$ cat config.mk
export PLATFORM = sky130hd
export DESIGN_NAME = decimal_length_record_deframer_core
export DESIGN_NICKNAME = d
export VERILOG_FILES = /design/src/rtl/dlrd_pkg.sv /design/src/rtl/decimal_length_record_deframer_core.sv /design/src/rtl/dlrd_parse.sv
export SDC_FILE = /design/constraint.sdc
export NUM_CORES = 1
export LEC_CHECK = 0
export BUFFER_PORTS_ARGS = -buffer_cell sky130_fd_sc_hd__buf_2
export CAP_MARGIN = 20
export CORE_ASPECT_RATIO = 0.9
export CORE_MARGIN = 4
export CORE_UTILIZATION = 55
export CTS_BUF_LIST = sky130_fd_sc_hd__clkbuf_8
export CTS_CLUSTER_DIAMETER = 200
export DETAILED_ROUTE_END_ITERATION = 8
export PLACE_DENSITY = 0.85
export REMOVE_ABC_BUFFERS = 1
export SKIP_LAST_GASP = 1
export SYNTH_ARGS = -nofsm -noshare
export SYNTH_HDL_FRONTEND = slang
export SYNTH_SLANG_ARGS = --single-unit
$ cat constraint.sdc
create_clock -name i_clk -period 7.2 [get_ports i_clk]
set_input_delay 0.72 -clock i_clk [delete_from_list [all_inputs] [get_ports i_clk]]
set_output_delay 0.72 -clock i_clk [all_outputs]
set_load 0.005 [all_outputs]
$ cat src/rtl/dlrd_pkg.sv
package dlrd_pkg;

    localparam int unsigned BYTE_W  = 8;
    localparam int unsigned KIND_W  = 2;
    localparam int unsigned LEN_W   = 34;
    localparam int unsigned COUNT_W = 4;

    localparam logic [BYTE_W-1:0] MARK_FIRST  = 8'h1b;
    localparam logic [BYTE_W-1:0] MARK_SECOND = 8'h80;
    localparam logic [BYTE_W-1:0] DIGIT_LOW   = 8'h30;
    localparam logic [BYTE_W-1:0] DIGIT_HIGH  = 8'h39;

    localparam logic [KIND_W-1:0] KIND_PAYLOAD   = 2'd0;
    localparam logic [KIND_W-1:0] KIND_EMPTY     = 2'd1;
    localparam logic [KIND_W-1:0] KIND_TRUNCATED = 2'd2;

    typedef enum logic [3:0] {
        PH_HUNT   = 4'b0001,
        PH_MARK2  = 4'b0010,
        PH_LENGTH = 4'b0100,
        PH_DATA   = 4'b1000
    } t_phase;

    typedef struct packed {
        logic              valid;
        logic [BYTE_W-1:0] data;
        logic [KIND_W-1:0] kind;
        logic              last;
    } t_result;

endpackage

$ cat src/rtl/decimal_length_record_deframer_core.sv
// record deframer for a byte stream
// slave side: one raw byte per word in s_axis_tdata, s_axis_tlast marks end of stream
// (the byte of such a word is ignored and the parser returns to its hunt state)
// master side: one result word per payload byte, or one marker word for an empty
// record or a record cut short by end of stream; kind in m_axis_tuser, record end
// in m_axis_tlast
// a record is 0x1b 0x80, LENGTH_DIGITS length characters whose leading decimal
// digits give the payload length, then the payload
// a word is held in the input register until the parser steps on it; its result is
// loaded into the output register at that step and is then shown on the master side
// throughput: one word per cycle while the receiver does not stall, set by the single parser step per word
// when the receiver stalls, the output register holds its word; the parser keeps
// taking words that give no result and stops only when a result finds the output
// register still full, then the input register fills and s_axis_tready drops
// reset (synchronous, active low) empties both registers and returns the parser
// to the hunt for the first mark byte
module decimal_length_record_deframer_core
    import dlrd_pkg::*;
#(
    parameter int unsigned LENGTH_DIGITS = 10
) (
    input  logic              i_clk,
    input  logic              i_rst_n,
    input  logic              s_axis_tvalid,
    output logic              s_axis_tready,
    input  logic [BYTE_W-1:0] s_axis_tdata,  // [7:0] data_byte
    input  logic              s_axis_tlast,
    output logic              m_axis_tvalid,
    input  logic              m_axis_tready,
    output logic [BYTE_W-1:0] m_axis_tdata,  // [7:0] payload_byte
    output logic [KIND_W-1:0] m_axis_tuser,  // [1:0] result_kind
    output logic              m_axis_tlast
);

    logic              r_in_valid;
    logic [BYTE_W-1:0] r_in_byte;
    logic              r_in_eos;

    logic              r_out_valid;
    logic [BYTE_W-1:0] r_out_byte;
    logic [KIND_W-1:0] r_out_kind;
    logic              r_out_last;

    t_result           result;
    logic              step;
    logic              out_free;
    logic              in_take;

    assign out_free      = !r_out_valid || m_axis_tready;
    assign step          = r_in_valid && (!result.valid || out_free);
    assign s_axis_tready = !r_in_valid || step;
    assign in_take       = s_axis_tvalid && s_axis_tready;

    dlrd_parse #(
        .LENGTH_DIGITS(LENGTH_DIGITS)
    ) u_parse (
        .i_clk       (i_clk),
        .i_rst_n     (i_rst_n),
        .i_step      (step),
        .i_data_byte (r_in_byte),
        .i_eos       (r_in_eos),
        .o_result    (result)
    );

    always_ff @(posedge i_clk) begin
        if (!i_rst_n) begin
            r_in_valid <= 1'b0;
        end else if (s_axis_tready) begin
            r_in_valid <= s_axis_tvalid;
        end
    end

    always_ff @(posedge i_clk) begin
        if (in_take) begin
            r_in_byte <= s_axis_tdata;
            r_in_eos  <= s_axis_tlast;
        end
    end

    always_ff @(posedge i_clk) begin
        if (!i_rst_n) begin
            r_out_valid <= 1'b0;
        end else if (step && result.valid) begin
            r_out_valid <= 1'b1;
        end else if (m_axis_tready) begin
            r_out_valid <= 1'b0;
        end
    end

    always_ff @(posedge i_clk) begin
        if (step && result.valid) begin
            r_out_byte <= result.data;
            r_out_kind <= result.kind;
            r_out_last <= result.last;
        end
    end

    assign m_axis_tvalid = r_out_valid;
    assign m_axis_tdata  = r_out_byte;
    assign m_axis_tuser  = r_out_kind;
    assign m_axis_tlast  = r_out_last;

endmodule

$ cat src/rtl/dlrd_parse.sv
module dlrd_parse
    import dlrd_pkg::*;
#(
    parameter int unsigned LENGTH_DIGITS = 10
) (
    input  logic              i_clk,
    input  logic              i_rst_n,
    input  logic              i_step,
    input  logic [BYTE_W-1:0] i_data_byte,
    input  logic              i_eos,
    output t_result           o_result
);

    t_phase             r_phase,   n_phase;
    logic [COUNT_W-1:0] r_count,   n_count;
    logic               r_stopped, n_stopped;
    logic [LEN_W-1:0]   r_length,  n_length;
    logic [LEN_W-1:0]   r_left,    n_left;

    logic               is_digit;
    logic [COUNT_W-1:0] count_inc;
    logic [LEN_W-1:0]   length_acc;
    logic [LEN_W-1:0]   left_dec;

    assign is_digit   = (i_data_byte >= DIGIT_LOW) && (i_data_byte <= DIGIT_HIGH);
    assign count_inc  = r_count + COUNT_W'(1);
    // times ten as two shifts and an add
    assign length_acc = (r_length << 3) + (r_length << 1)
                        + LEN_W'(i_data_byte - DIGIT_LOW);
    assign left_dec   = r_left - LEN_W'(1);

    always_comb begin
        n_phase   = r_phase;
        n_count   = r_count;
        n_stopped = r_stopped;
        n_length  = r_length;
        n_left    = r_left;
        o_result  = '{valid: 1'b0, data: '0, kind: KIND_PAYLOAD, last: 1'b0};
        if (i_eos) begin
            n_phase   = PH_HUNT;
            n_count   = '0;
            n_stopped = 1'b0;
            n_length  = '0;
            n_left    = '0;
            if (r_phase == PH_LENGTH || r_phase == PH_DATA) begin
                o_result = '{valid: 1'b1, data: '0, kind: KIND_TRUNCATED, last: 1'b1};
            end
        end else begin
            case (r_phase)
                PH_HUNT: begin
                    if (i_data_byte == MARK_FIRST) begin
                        n_phase = PH_MARK2;
                    end
                end
                PH_MARK2: begin
                    if (i_data_byte == MARK_SECOND) begin
                        n_phase   = PH_LENGTH;
                        n_count   = '0;
                        n_stopped = 1'b0;
                        n_length  = '0;
                    end else begin
                        n_phase = PH_HUNT;
                    end
                end
                PH_LENGTH: begin
                    if (!r_stopped && is_digit) begin
                        n_length = length_acc;
                    end else begin
                        n_stopped = 1'b1;
                    end
                    n_count = count_inc;
                    if (count_inc >= COUNT_W'(LENGTH_DIGITS)) begin
                        n_count   = '0;
                        n_stopped = 1'b0;
                        if (n_length == '0) begin
                            n_phase  = PH_HUNT;
                            o_result = '{valid: 1'b1, data: '0, kind: KIND_EMPTY,
                                         last: 1'b1};
                        end else begin
                            n_left   = n_length;
                            n_length = '0;
                            n_phase  = PH_DATA;
                        end
                    end
                end
                PH_DATA: begin
                    n_left   = left_dec;
                    o_result = '{valid: 1'b1, data: i_data_byte, kind: KIND_PAYLOAD,
                                 last: (left_dec == '0)};
                    if (left_dec == '0) begin
                        n_phase = PH_HUNT;
                    end
                end
                default: begin
                    n_phase = PH_HUNT;
                end
            endcase
        end
    end

    always_ff @(posedge i_clk) begin
        if (!i_rst_n) begin
            r_phase   <= PH_HUNT;
            r_count   <= '0;
            r_stopped <= 1'b0;
            r_length  <= '0;
            r_left    <= '0;
        end else if (i_step) begin
            r_phase   <= n_phase;
            r_count   <= n_count;
            r_stopped <= n_stopped;
            r_length  <= n_length;
            r_left    <= n_left;
        end
    end

endmodule

=== Word-level counts from Yosys, hierarchy flattened ===
Cells that the tools add are included.
W data, S select, Z words.

* Bits in registers: 99
* Input bits: 13
* Output and inout bits: 13
* Word-level logic and storage cells: 89

* Add/subtract/negate cells: 5
* $lt $le $gt $ge: 3
* Eq/ne operators: 12
* Muxes and demuxes: 35
* Reduce and logical (&&, ||, !) cells: 22

{| class="wikitable"
|+ Operators with widths
! kind !! count
|-
| $mux W34 || 10
|-
| $pmux W34 S2 || 2
|-
| $add A34 B34 Y34 || 2
|-
| $logic_not A34 Y1 || 2
|-
| $mux W12 || 4
|-
| $sub A34 B1 Y34 const B || 1
|-
| $mux W4 || 8
|-
| $pmux W12 S2 || 1
|-
| $pmux W4 S4 || 1
|-
| $reduce_and A4 Y1 || 3
|-
| $ne A3 B3 Y1 const B || 3
|-
| $sub A8 B6 Y9 const B || 1
|-
| $eq A8 B5 Y1 const B || 1
|-
| $eq A8 B8 Y1 const B || 1
|-
| $ge A8 B6 Y1 const B || 1
|-
| $le A8 B6 Y1 const B || 1
|-
| $pmux W4 S2 || 1
|-
| $mux W1 || 6
|-
| $ne A3 B2 Y1 const B || 2
|-
| $reduce_bool A3 Y1 || 2
|-
| $logic_and A1 B1 Y1 || 5
|-
| $add A4 B1 Y4 const B || 1
|-
| $eq A4 B1 Y1 const B || 1
|-
| $eq A4 B2 Y1 const B || 1
|-
| other kinds (10) || 16
|}

=== Depth between registers and ports, before layout ===
* Depth after elaboration: 16
* Gate-level depth with buffers: 20
* Mapped depth without buffers: 17

=== Cells and area by module ===
A second synthesis with hierarchy kept.

* Cell total of the unflattened synthesis: 1114
* Area total of the unflattened synthesis: 8802.2 um2

{| class="wikitable"
|+ By module, submodules not included
! module !! times used !! cells each !! area each (um2) !! sequential area each (um2)
|-
| dlrd_parse || 1 || 1082 || 8084.0 || 1541.5
|-
| decimal_length_record_deframer_core || 1 || 32 || 718.2 || 640.6
|}

=== Least setup slack after synthesis ===
Ideal clock, no wire load.

* Kind: register -> register
* Start: reg r_in_byte[6]
* End: reg r_out_byte[0] (netlist: m_axis_tdata[0]) (enable)
* Arrival: 7576 ps
* Path slack: -772 ps
* Stages on the path, launching flop included: 17
* Buffers on the path: 1
* Clock period less this slack: 7972 ps
* Cell sequence: edfxtp_1 or2_2 nor2_1 fa_1 ha_1 clkbuf_1 nand2_1 o211a_1 o31ai_1 or3_1 o311ai_1 a221o_1 or3_1 a2111o_1 nor2_4 a31oi_1 a211oi_1

* Longest elaborated chain between the ends: 15

{| class="wikitable"
|+ RTL lines
! item !! RTL line !! RTL
|-
| start: declaration || decimal_length_record_deframer_core.sv:36 || <nowiki>logic [BYTE_W-1:0] r_in_byte;</nowiki>
|-
| start signal: assignment || decimal_length_record_deframer_core.sv:75 || <nowiki>r_in_byte <= s_axis_tdata;</nowiki>
|-
| branches (longest 3 deep; another with $add A34 B34 Y34) || n/a ||
|-
| $mux W34 * || dlrd_parse.sv:66 || <nowiki>if (!r_stopped && is_digit) begin</nowiki>
|-
| $mux W34 * || dlrd_parse.sv:49 || <nowiki>case (r_phase)</nowiki>
|-
| $mux W34 * || dlrd_parse.sv:39 || <nowiki>if (i_eos) begin</nowiki>
|-
| $logic_not A34 Y1 * || dlrd_parse.sv:75 || <nowiki>if (n_length == '0) begin</nowiki>
|-
| $mux W12 * || dlrd_parse.sv:75 ||
|-
| $mux W12 * || dlrd_parse.sv:72 || <nowiki>if (count_inc >= COUNT_W'(LENGTH_DIGITS)) begin</nowiki>
|-
| $pmux W12 S2 * || dlrd_parse.sv:49 ||
|-
| $mux W12 * || dlrd_parse.sv:39 ||
|-
| $logic_not A1 Y1 || decimal_length_record_deframer_core.sv:50 || <nowiki>assign step = r_in_valid && (!result.valid || out_free);</nowiki>
|-
| $logic_or A1 B1 Y1 || decimal_length_record_deframer_core.sv:50 ||
|-
| $logic_and A1 B1 Y1 || decimal_length_record_deframer_core.sv:50 ||
|-
| $logic_and A1 B1 Y1 * || decimal_length_record_deframer_core.sv:91 || <nowiki>if (step && result.valid) begin</nowiki>
|-
| end signal: assignment || decimal_length_record_deframer_core.sv:92 || <nowiki>r_out_byte <= result.data;</nowiki>
|-
| end: declaration || decimal_length_record_deframer_core.sv:40 || <nowiki>logic [BYTE_W-1:0] r_out_byte;</nowiki>
|}

Mark *: on every way between the ends. The select of a mux whose other input is x is not followed.
A chain may end at the register's enable or synchronous reset.

=== Worst setup path after layout ===
* Start: reg r_in_byte[6]
* End: out s_axis_tready

* Longest elaborated chain between the ends: 15

{| class="wikitable"
|+ RTL lines
! item !! RTL line !! RTL
|-
| branches (longest 3 deep; another with $add A34 B34 Y34) || n/a ||
|-
| $mux W34 * || dlrd_parse.sv:66 ||
|-
| $mux W34 * || dlrd_parse.sv:49 ||
|-
| $mux W34 * || dlrd_parse.sv:39 ||
|-
| $logic_not A34 Y1 * || dlrd_parse.sv:75 ||
|-
| $mux W12 * || dlrd_parse.sv:75 ||
|-
| $mux W12 * || dlrd_parse.sv:72 ||
|-
| $pmux W12 S2 * || dlrd_parse.sv:49 ||
|-
| $mux W12 * || dlrd_parse.sv:39 ||
|-
| $logic_not A1 Y1 * || decimal_length_record_deframer_core.sv:50 ||
|-
| $logic_or A1 B1 Y1 * || decimal_length_record_deframer_core.sv:50 ||
|-
| $logic_and A1 B1 Y1 * || decimal_length_record_deframer_core.sv:50 ||
|-
| $logic_or A1 B1 Y1 * || decimal_length_record_deframer_core.sv:51 || <nowiki>assign s_axis_tready = !r_in_valid || step;</nowiki>
|-
| end: declaration || decimal_length_record_deframer_core.sv:25 || <nowiki>output logic s_axis_tready,</nowiki>
|}

Marked as above.

==> reports/metrics.cfg <==
[die]
pin_count=26
initial_core_util_pct=57.0
die-area_mm2=0.0176
die_w_um=139
die_h_um=126
rows=42
core_mm2=0.0150

[critical_path]
crit_path_frequent_cell=or3_1
crit_fanout=12
r2r_start=r_in_byte[6]$_DFFE_PP_
startpoint_type=flip-flop
cp_slowest_stage_delay_ns=0.56
worstSetupPathType=reg2out
cp.arrival_ns=6.11
cp_cell_sequence=or2_2, nor2_4, buf_4, buf_4, fa_1, ha_1, or3_1, o21ai_0, o31ai_1, or3_1, o311ai_1, a221o_1, or3_1, a2111o_1, nor2_4, a31oi_1, or2_2, buf_2
required_ns=6.48
end_kind=primary output
startpoint=r_in_byte[6]$_DFFE_PP_
cp_slowest_cell=a2111o_1

[timing]
slew_headroom_pct=38.1
fmax_mhz=146
setup_violations=0
maxSlewViolCount=0
max_slew.worst_pin.slew_ns=0.905
min_period_ns=6.83
worst_clock_skew_ns=0.0125
whs_ns=0.491
period_share_pct=94.8
hold_viol=0
rsz0062_at_grt=no

[cells_and_area]
nNetsFinal=1134
areaGrowthSynthToFinish_pct=6.45
final_cell_count_no_fill=1253
drive_gt1_share_pct=9.00
layout_common_cells=nand2_1, dfxtp_1, nor2_1, a21oi_1, o21ai_0
num_antenna_cells=0
finalInstanceArea_mm2=0.00909
seqCellArea_mm2=0.00218
final_common_cell=nand2_1
multiInputGateArea_mm2=0.00597
fillers=1304

[place]
hpwl_um=18900
gp_congestion=0.986
io_buffers=25
placed_cells=1229
placed_cell_area_mm2=0.00881

[routing]
wl_um=25000
wl_per_cell_um=19.9
firstDrtPassIters=6
via_per_inst=6.77
ant_nets=0
drt_iter0_markers=976
vias=8485
drc=0

[clock_tree]
root_buffer=clkbuf_8
tritoncts_num_sinks=99
cts_tree=yes
clk_pin_slew_ns=0.11
htree_levels=3
holdBufCountCts=0
clk_path_buf_depth=2
insertion_delay_ns=0.39
cts_inserted_buffers=9

[global_route]
antenna_found_initial=1
grt_pass1_wl_um=40000
grt_util_all_layers_pct=27.6
grt_pass1_vias=7525
grt_max_degree=65
gr-total-overflow=0

[yosys]
yosysSeqAreaShare_pct=25.6
yosys_warnings=0
syn_inst=1048
synth_flop_cell=dfxtp_1
synth_cell_types=87
synth-async-reset-ratio_pct=0
ys_seq_elements=99
synth.avg_cell_area_um2=8.15
synth_area_mm2=0.00854
synth-edff-count=20

[pwr]
power.leakage_nw=3.66
ir_drop_mv=0.101
power.density_mw_per_mm2=130

[flow_run]
cap_violations=0

[hold_path]
min_path_type=in2reg
hold_start=s_axis_tdata[4]

[run_status]
status=completed

critical path: cells and delay by family, from the launching register on:
family	cells	cell delay (ns)
fa+ha+maj	2	0.97
compound gates	6	1.67
flops	1	0.49
simple gates	7	1.98
buf+inv	3	0.58
power breakdown:
| part | total [mW] | switching (mW) | internal (mW) | leakage [nW] |
|---|---|---|---|---|
| logic | 0.204 | 0.133 | 0.0704 | 2.71 |
| registers | 0.577 | 0.00737 | 0.570 | 0.838 |
| clock network | 0.398 | 0.226 | 0.172 | 0.111 |
| total | 1.18 | 0.367 | 0.812 | 3.66 |
sequential cells by signal, indices dropped and copies added, names as in the netlist:
signal	count
r_in_valid	1
u_parse.r_phase	4
u_parse.r_length	34
m_axis_tvalid	1
r_in_eos	1
r_in_byte	8
u_parse.r_left	34
m_axis_tdata	8
m_axis_tlast	1
u_parse.r_count	4
m_axis_tuser	2
u_parse.r_stopped	1
what timing repair did:
item                                    CTS  global route
buffers inserted                          0             8
gates resized for setup                   0             1
endpoints found under the setup margin    0             1
hold endpoints to repair                  0             0
worst paths after layout:
path | endpoint | slack (ns) | depth (start not counted)
worst min register to register | u_parse.r_stopped$_SDFFE_PN0P_ | 0.50 | 2
worst max-delay path | s_axis_tready | 0.37 | 18
worst max register to register | u_parse.r_length[14]$_SDFFE_PN0P_ | 1.05 | 17
worst min-delay path | r_in_byte[4]$_DFFE_PP_ | 0.49 | 1
per-stage QoR:
stage	TNS (ns)	utilization [%]	setup slack [ns]	power [mW]
finish	0	60.7	0.373	1.18
global placement	0	58.8	0.771	0.778
CTS	0	60.3	0.167	1.17
detailed placement	0	58.8	0.617	0.783
global route	0	60.7	0.0923	1.22
floorplan	-18.06	-	-0.715	0.722
per-layer routing:
layer  share of wire, %  GRT usage (%)  vias up
met1                 42           39.5     3971
met3                 12           8.45       65
met4                2.4           8.17        0
met5                  0              0        -
met2                 43           40.2      510
li1                   -              -     3939
final cells by class:
| class | count | area share, % |
|---|---|---|
| Tap cell | 198 | 2.73 |
| Sequential cell | 99 | 24.0 |
| Clock inverter | 7 | 1.05 |
| Clock buffer | 9 | 1.36 |
| Multi-Input combinational cell | 853 | 65.7 |
| Inverter | 37 | 1.53 |
| Timing Repair Buffer | 50 | 3.58 |
synth_stat cells, types with 17 or more instances:
cell	instances	share of area, %
nand2_1	135	5.9
dfxtp_1	79	19
nor2_1	68	3.0
a21oi_1	63	3.7
o21ai_0	54	3.2
clkbuf_1	48	2.1
ha_1	40	5.9
inv_1	37	1.6
nand3_1	34	2.0
nor3_1	32	1.9
fa_1	31	7.3
o211ai_1	28	2.5
mux2i_1	26	3.0
nand4_1	25	1.8
or3_1	23	1.7
xnor2_1	22	2.3
edfxtp_1	20	7.0
a22o_1	19	1.9
xor2_1	17	1.7
cells by family (layout without fill, tap and decap cells):
group	count (synthesis)	count (layout)	synth area share, %
AND/OR/NAND/NOR	413	413	24.7
AO/OA/AOI/OAI	302	302	24.7
flip-flops	99	99	25.6
buffers and inverters	96	103	4.66
adder cells (fa/ha/maj)	71	71	13.1
XOR/XNOR	39	39	4.00
multiplexers	28	28	3.31
No activity file was read; power rests on OpenSTA's default activity.
